### src/sv/sfd_pkg.sv
// ----------------------------------------------------------------------------
// sfd_pkg
// Shared constants and types for the SBUS frame decoder.
// ----------------------------------------------------------------------------
package sfd_pkg;

  localparam int unsigned FrameLen = 25;
  localparam int unsigned NumCh    = 10;
  localparam int unsigned NumSw    = 6;
  localparam int unsigned NumStick = 4;
  localparam int unsigned FlagsIdx = 23;
  localparam int unsigned ChW      = 11;
  localparam int unsigned ValW     = 12;
  localparam int unsigned PosW     = 5;
  localparam int unsigned IdxW     = 4;
  localparam int unsigned CfgIdxW  = 3;
  localparam int unsigned CfgDataW = 11;
  // Channel payload: bytes 1..14 carry the ten packed channels
  localparam int unsigned PackBytes = 14;

  localparam logic [7:0] FailsafeA = 8'h0C;
  localparam logic [7:0] FailsafeB = 8'h0F;

  localparam logic [7:0]     HeadReset   = 8'h0F;
  localparam logic [7:0]     EndReset    = 8'h00;
  localparam logic [ChW-1:0] OffsetReset = 11'h400;
  localparam logic [ChW-1:0] UpReset     = 11'h161;
  localparam logic [ChW-1:0] MidReset    = 11'h400;
  localparam logic [ChW-1:0] DownReset   = 11'h69F;

  typedef enum logic [1:0] {
    SwUnset = 2'd0,
    SwUp    = 2'd1,
    SwMid   = 2'd2,
    SwDown  = 2'd3
  } sw_pos_e;

  typedef enum logic [CfgIdxW-1:0] {
    CfgHead   = 3'd0,
    CfgEnd    = 3'd1,
    CfgOffset = 3'd2,
    CfgUp     = 3'd3,
    CfgMid    = 3'd4,
    CfgDown   = 3'd5
  } cfg_reg_e;

endpackage

### src/sv/sbus_frame_decoder.sv
// ----------------------------------------------------------------------------
// sbus_frame_decoder
// Collects 25-byte SBUS frames, checks head and end bytes, unpacks ten
// channels and the held switch positions, and emits one result per channel.
// ----------------------------------------------------------------------------
// A received byte is taken every cycle unless the input register is held. It
// lands in an input register and is stored into the frame registers when it
// advances. The 25th byte of a frame with matching head and end bytes, or any
// link-lost byte, loads a result buffer that then drains ten results, channel
// 0 to 9, one per cycle while out_ready_i is high. Bytes that cause no results
// pass at one per cycle even while a burst drains; a byte that starts a new
// burst waits in the input register until the last result of the current
// burst is taken.
module sbus_frame_decoder (
  input  logic                                 clk_i,
  input  logic                                 rst_ni,
  input  logic                                 in_valid_i,
  output logic                                 in_ready_o,
  input  logic [7:0]                           rx_byte_i,
  input  logic                                 frame_start_i,
  input  logic                                 link_lost_i,
  output logic                                 out_valid_o,
  input  logic                                 out_ready_i,
  output logic [sfd_pkg::IdxW-1:0]             channel_index_o,
  output logic signed [sfd_pkg::ValW-1:0]      channel_value_o,
  output logic [1:0]                           switch_position_o,
  output logic                                 online_o,
  output logic                                 last_o,
  input  logic                                 cfg_valid_i,
  output logic                                 cfg_ready_o,
  input  logic [sfd_pkg::CfgIdxW-1:0]          cfg_index_i,
  input  logic [sfd_pkg::CfgDataW-1:0]         cfg_data_i
);

  localparam int unsigned ChW  = sfd_pkg::ChW;
  localparam int unsigned ValW = sfd_pkg::ValW;
  localparam int unsigned PosW = sfd_pkg::PosW;
  localparam int unsigned IdxW = sfd_pkg::IdxW;

  // configuration registers
  logic [7:0]     head_q, end_q;
  logic [ChW-1:0] offset_q, up_q, mid_q, down_q;

  // input register
  logic       in_vld_q;
  logic [7:0] rx_q;
  logic       start_q, lost_q;

  // frame state
  logic [7:0]          frame_q [sfd_pkg::FrameLen];
  logic [PosW-1:0]     pos_q, pos_d, pos_eff;
  sfd_pkg::sw_pos_e    sw_q [sfd_pkg::NumSw];
  sfd_pkg::sw_pos_e    sw_d [sfd_pkg::NumSw];

  // result buffer
  logic                 busy_q;
  logic [IdxW-1:0]      cnt_q;
  logic [ValW-1:0]      vals_q [sfd_pkg::NumCh];
  logic [ValW-1:0]      vals_d [sfd_pkg::NumCh];
  sfd_pkg::sw_pos_e     bsw_q [sfd_pkg::NumSw];
  logic                 online_q, online_d;

  logic                 store_en;
  logic                 good_frame, emit, burst_free, advance, out_fire;
  logic [8*sfd_pkg::PackBytes-1:0] packed_bits;
  logic [ChW-1:0]       ch [sfd_pkg::NumCh];
  logic [7:0]           flags;
  logic [2:0]           sw_idx;

  assign cfg_ready_o = 1'b1;

  always_ff @(posedge clk_i or negedge rst_ni) begin
    if (!rst_ni) begin
      head_q   <= sfd_pkg::HeadReset;
      end_q    <= sfd_pkg::EndReset;
      offset_q <= sfd_pkg::OffsetReset;
      up_q     <= sfd_pkg::UpReset;
      mid_q    <= sfd_pkg::MidReset;
      down_q   <= sfd_pkg::DownReset;
    end else if (cfg_valid_i) begin
      unique case (cfg_index_i)
        sfd_pkg::CfgHead:   head_q   <= cfg_data_i[7:0];
        sfd_pkg::CfgEnd:    end_q    <= cfg_data_i[7:0];
        sfd_pkg::CfgOffset: offset_q <= cfg_data_i;
        sfd_pkg::CfgUp:     up_q     <= cfg_data_i;
        sfd_pkg::CfgMid:    mid_q    <= cfg_data_i;
        sfd_pkg::CfgDown:   down_q   <= cfg_data_i;
        default: ;
      endcase
    end
  end

  // --------------------------------------------------------------------------
  // byte handling of the held item
  // --------------------------------------------------------------------------
  always_comb begin
    pos_eff  = start_q ? '0 : pos_q;
    store_en = 1'b0;
    pos_d    = pos_q;
    if (!lost_q && (pos_eff < PosW'(sfd_pkg::FrameLen))) begin
      store_en = 1'b1;
      pos_d    = pos_eff + PosW'(1);
    end else if (!lost_q) begin
      pos_d = pos_eff;
    end
  end

  // byte 24 is the held byte itself; the rest are already stored
  assign good_frame = store_en && (pos_eff == PosW'(sfd_pkg::FrameLen - 1)) &&
                      (frame_q[0] == head_q) && (rx_q == end_q);
  assign emit = lost_q || good_frame;

  assign out_fire   = busy_q && out_ready_i;
  assign burst_free = !busy_q || (out_fire && (cnt_q == IdxW'(sfd_pkg::NumCh - 1)));
  assign advance    = in_vld_q && (!emit || burst_free);
  assign in_ready_o = !in_vld_q || advance;

  // --------------------------------------------------------------------------
  // channel unpack and switch decode
  // --------------------------------------------------------------------------
  always_comb begin
    for (int b = 0; b < sfd_pkg::PackBytes; b++) begin
      packed_bits[8*b +: 8] = frame_q[b+1];
    end
    for (int k = 0; k < sfd_pkg::NumCh; k++) begin
      ch[k] = packed_bits[ChW*k +: ChW];
    end
  end

  assign flags    = frame_q[sfd_pkg::FlagsIdx];
  assign online_d = !lost_q && (flags != sfd_pkg::FailsafeA) && (flags != sfd_pkg::FailsafeB);

  always_comb begin
    for (int k = 0; k < sfd_pkg::NumSw; k++) begin
      sw_d[k] = sw_q[k];
      if (lost_q) begin
        sw_d[k] = sfd_pkg::SwUnset;
      end else if (ch[k+sfd_pkg::NumStick] == up_q) begin
        sw_d[k] = sfd_pkg::SwUp;
      end else if ((k < 4) && (ch[k+sfd_pkg::NumStick] == mid_q)) begin
        sw_d[k] = sfd_pkg::SwMid;
      end else if (ch[k+sfd_pkg::NumStick] == down_q) begin
        sw_d[k] = sfd_pkg::SwDown;
      end
    end
    for (int k = 0; k < sfd_pkg::NumCh; k++) begin
      if (lost_q) begin
        vals_d[k] = '0;
      end else if (k < sfd_pkg::NumStick) begin
        vals_d[k] = {1'b0, ch[k]} - {1'b0, offset_q};
      end else begin
        vals_d[k] = {1'b0, ch[k]};
      end
    end
  end

  // --------------------------------------------------------------------------
  // registers
  // --------------------------------------------------------------------------
  always_ff @(posedge clk_i or negedge rst_ni) begin
    if (!rst_ni) begin
      in_vld_q <= 1'b0;
    end else if (in_ready_o) begin
      in_vld_q <= in_valid_i;
    end
  end

  always_ff @(posedge clk_i) begin
    if (in_ready_o && in_valid_i) begin
      rx_q    <= rx_byte_i;
      start_q <= frame_start_i;
      lost_q  <= link_lost_i;
    end
  end

  always_ff @(posedge clk_i) begin
    if (advance && store_en) begin
      frame_q[pos_eff] <= rx_q;
    end
  end

  always_ff @(posedge clk_i or negedge rst_ni) begin
    if (!rst_ni) begin
      pos_q <= '0;
      for (int k = 0; k < sfd_pkg::NumSw; k++) begin
        sw_q[k] <= sfd_pkg::SwUnset;
      end
    end else if (advance) begin
      pos_q <= pos_d;
      if (emit) begin
        for (int k = 0; k < sfd_pkg::NumSw; k++) begin
          sw_q[k] <= sw_d[k];
        end
      end
    end
  end

  always_ff @(posedge clk_i or negedge rst_ni) begin
    if (!rst_ni) begin
      busy_q <= 1'b0;
      cnt_q  <= '0;
    end else if (advance && emit) begin
      busy_q <= 1'b1;
      cnt_q  <= '0;
    end else if (out_fire) begin
      if (cnt_q == IdxW'(sfd_pkg::NumCh - 1)) begin
        busy_q <= 1'b0;
        cnt_q  <= '0;
      end else begin
        cnt_q <= cnt_q + IdxW'(1);
      end
    end
  end

  // snapshot of one burst; held while it drains
  always_ff @(posedge clk_i) begin
    if (advance && emit) begin
      vals_q   <= vals_d;
      bsw_q    <= sw_d;
      online_q <= online_d;
    end
  end

  // --------------------------------------------------------------------------
  // result channel
  // --------------------------------------------------------------------------
  assign sw_idx            = 3'(cnt_q - IdxW'(sfd_pkg::NumStick));
  assign out_valid_o       = busy_q;
  assign channel_index_o   = cnt_q;
  assign channel_value_o   = vals_q[cnt_q];
  assign switch_position_o = (cnt_q < IdxW'(sfd_pkg::NumStick)) ? sfd_pkg::SwUnset
                                                                 : bsw_q[sw_idx];
  assign online_o          = online_q;
  assign last_o            = (cnt_q == IdxW'(sfd_pkg::NumCh - 1));

endmodule

### config.mk
export PLATFORM = sky130hd
export DESIGN_NAME = sbus_frame_decoder
export DESIGN_NICKNAME = d
export VERILOG_FILES = /design/src/sv/sfd_pkg.sv /design/src/sv/sbus_frame_decoder.sv
export SDC_FILE = /design/constraint.sdc
export NUM_CORES = 1
export LEC_CHECK = 0
export BUFFER_PORTS_ARGS = -buffer_cell sky130_fd_sc_hd__buf_4
export CELL_PAD_IN_SITES_DETAIL_PLACEMENT = 0
export CELL_PAD_IN_SITES_GLOBAL_PLACEMENT = 2
export CORE_ASPECT_RATIO = 1.75
export CORE_UTILIZATION = 45
export CTS_CLUSTER_DIAMETER = 40
export DETAILED_ROUTE_END_ITERATION = 10
export HOLD_SLACK_MARGIN = 0.15
export PLACE_DENSITY = 0.91
export SLEW_MARGIN = 15
export SYNTH_ARGS = -nofsm -noshare
export SYNTH_HDL_FRONTEND = slang
export SYNTH_SLANG_ARGS = --single-unit
### constraint.sdc
create_clock -name clk_i -period 3.9 [get_ports clk_i]
set_input_delay 0.39 -clock clk_i [delete_from_list [all_inputs] [get_ports clk_i]]
set_output_delay 0.39 -clock clk_i [all_outputs]
set_load 0.05 [all_outputs]
==> impl_metrics.ini <==
[clocking]
ctsHoldBuffers = 16
cts_setup_buffers = 0
cts_resized = 0
cts_buffer_depth = 3
path_clk_slew_ns = 0.06
cts_tree = done
clk_latency_ns = 0.53
cts_root_buf = clkbuf_16
htree_levels = 2
numCtsBuffers = 34
clock_sinks = 346

[sta]
period_share_pct = 86.4
period_needed_ns = 3.37
rsz0062_at_grt = no
max_slew_margin_pct = 21.0
clock.fmax_mhz = 297
skew_ns = 0.0295
finalMaxSlewViolations = 0
worstMarginPinSlew_ns = 1.18
fin_setup_tns_ns = 0
finalSetupViolCount = 0
hold_viol_final = 0

[placed_design]
dpl.hpwl_mm = 33.9
io_buffers = 50
place.gp.congestion = 0.914
dp_cells = 1830
placed_area_mm2 = 0.0183

[yosys]
synth-seq-cells = 346
ys_seq_area_share_pct = 57.4
synth_enable_flop_cells = 263
syn_avg_cell_area_um2 = 12.9
synthFlopType = edfxtp_1
synthesis.area_mm2 = 0.0174
synth_top_cell_by_area = edfxtp_1
ys_types = 61
syn_inst = 1348
syn_nets = 1431
synthArstFlopShare_pct = 24.0
synth.area.top_cells = edfxtp_1 (45%), dfrtp_1 (9.3%), xnor2_1 (5.4%)
synth_top_area_share_pct = 45.4
yosys_warnings = 0

[drt]
drt.antenna.violating_nets = 0
drt_iter0_markers = 930
first_pass_iters = 5
wl_mm = 44.9
vias = 10697
route.detailed.drc = 0
wl_per_cell_um = 23.6
vias_per_cell = 5.61

[worst_setup_path]
critPathMaxFanout = 16
cp.arrival_ns = 3.52
cpMaxStageDelayCell = nor3_1
r2r-start = start_q
crit_family = simple AND/OR/NAND/NOR gates
rrSetupSlack_ns = 0.53
slowest_delay_ns = 1.02
crit_chain = nand2b_1, ha_1, o211ai_1, nor4_2, a21oi_2, o21ai_2, nor3_1
crit_required_ns = 4.05
r2r_end = frame_q[1][7]
worst-setup-path-type = reg -> reg
cp-start-kind = flip-flop
reg2reg_depth = 7
cp_num_buf_inv = 0
worstSetupEndpointType = flip-flop

[global_route]
grt_pass1_wl_mm = 67.3
grt_max_degree = 104
grt_pass1_vias = 10732
antenna_found_initial = 2
globalRouteTotalUtil_pct = 23.6
grt_remaining_overflow = 0

[hold_path]
worstHoldPathCells = 3
holdPathEnd = offset_q[6]
hp-class = in -> reg
hold_start = cfg_data_i[6]

[run_status]
status = complete, no violations

[cells_and_area]
fillCellCount = 3328
drive_gt1_share_pct = 17.5
nets = 1480
regArea_mm2 = 0.0100
multi_input_area_mm2 = 0.00697
final_area_mm2 = 0.0196
synthToLayoutAreaGrowth_pct = 12.7
final_cells = 1907

[pwr]
vdd_ir_drop_max_uv = 356
p_per_area_mw_per_mm2 = 599
finalPower_w = 0.0118
p_leak_nw = 7.07

[floorplanning]
ios = 52
start_util_pct = 45.5
core_region_area_mm2 = 0.0383
dieArea_mm2 = 0.0395
fp-row-count = 95
die_y_um = 262
die_x_um = 151

[flow_run]
cap_violations = 0
[power breakdown]
| group | total, W | internal, W | switching, W |
|---|---|---|---|
| clock network | 0.00346 | 0.00206 | 0.00140 |
| registers | 0.00484 | 0.00440 | 0.000444 |
| logic | 0.00345 | 0.00136 | 0.00209 |
[flip-flops by register name, indices dropped and copies added (netlist names)]
name,count
bsw_q,12
channel_index_o,4
down_q,11
end_q,8
frame_q,126
head_q,8
in_vld_q,1
lost_q,1
mid_q,11
offset_q,11
online_o,1
out_valid_o,1
pos_q,5
rx_q,8
start_q,1
sw_q,12
up_q,11
vals_q,114
[per-stage QoR]
stage	util [%]	hold slack (ns)	setup slack [ns]
after global placement	47.7	0.490	0.690
after global routing	51.2	0.171	0.376
after detailed placement	47.7	0.493	0.405
final	51.3	0.177	0.530
after floorplan	-	0.0944	0.215
after CTS	51.2	0.167	0.384
[worst reg2reg max path, stage by stage, from the launching register on]
cell      delay (ns)
edfxtp_1        0.52
nand2b_1        0.27
ha_1            0.25
o211ai_1        0.11
nor4_2          0.08
a21oi_2         0.41
o21ai_2         0.33
nor3_1          1.02
[synth_stat cells (all sizes together), types with 25 or more instances]
master,number
nor2b,88
inv,38
xor2,102
nor3,53
nand3,34
nand2,46
nor2,67
o21ai,40
nor4,26
mux2,69
edfxtp,263
clkbuf,62
dfrtp,65
mux4,25
a21oi,33
xnor2,108
ha,50
[cells in the final DEF, fill, tap and decap left out, types with 25 or more instances in the layout]
cell type and instances:
clkbuf_16 35, xor2_1 102, buf_4 71, dfrtp_1 64
nor2_1 66, nand3_1 34, a21oi_1 32, mux4_2 25
inv_1 38, nor3_1 52, edfxtp_1 263, nand2_1 46
xnor2_1 108, nor2b_1 88, o21ai_0 39, mux2_2 60
ha_1 50
[routing by layer]
| layer | vias up | track usage (%) | routed length [µm] |
|---|---|---|---|
| met3 | 110 | 3.10 | 2170 |
| met5 | - | 0 | 27 |
| met4 | 4 | 10.4 | 1970 |
| li1 | 4961 | - | - |
| met1 | 5285 | 28.2 | 17100 |
| met2 | 337 | 41.9 | 23700 |
[kinds of logic (layout without fill, tap and decap cells)]
logic type | Yosys count | count (layout) | share of synthesized area, %
flops | 346 | 346 | 57.4
fa+ha+maj | 54 | 54 | 4.05
xor+xnor | 210 | 210 | 10.6
mux | 108 | 108 | 8.69
compound gates | 144 | 144 | 5.27
simple gates | 372 | 372 | 11.3
buf+inv | 113 | 186 | 2.65
other cells | 1 | 2 | 0.0215
[area by class of cell]
| cell class | count | share of cell area, % |
|---|---|---|
| clock inverter | 23 | 1.55 |
| sequential | 346 | 51.0 |
| multi-input combinational | 889 | 35.5 |
| inverter | 38 | 0.727 |
| tap | 485 | 3.09 |
| clock buffer | 37 | 4.50 |
| timing repair buffer | 88 | 3.64 |
| antenna | 1 | 0.0128 |
[worst max-delay path by stage]
stage	start	end	slack (ns)	cells past startpoint
final	start_q	frame_q[1][7]	0.53	7
after global routing	start_q	frame_q[1][3]	0.38	7
after CTS	start_q	frame_q[2][0]	0.38	7
after detailed placement	start_q	frame_q[2][5]	0.41	7
after global placement	start_q	frame_q[1][1]	0.69	7
after floorplan	channel_index_o[1]	frame_q[4][0]	0.21	8
(Power assumes the default switching activity.)
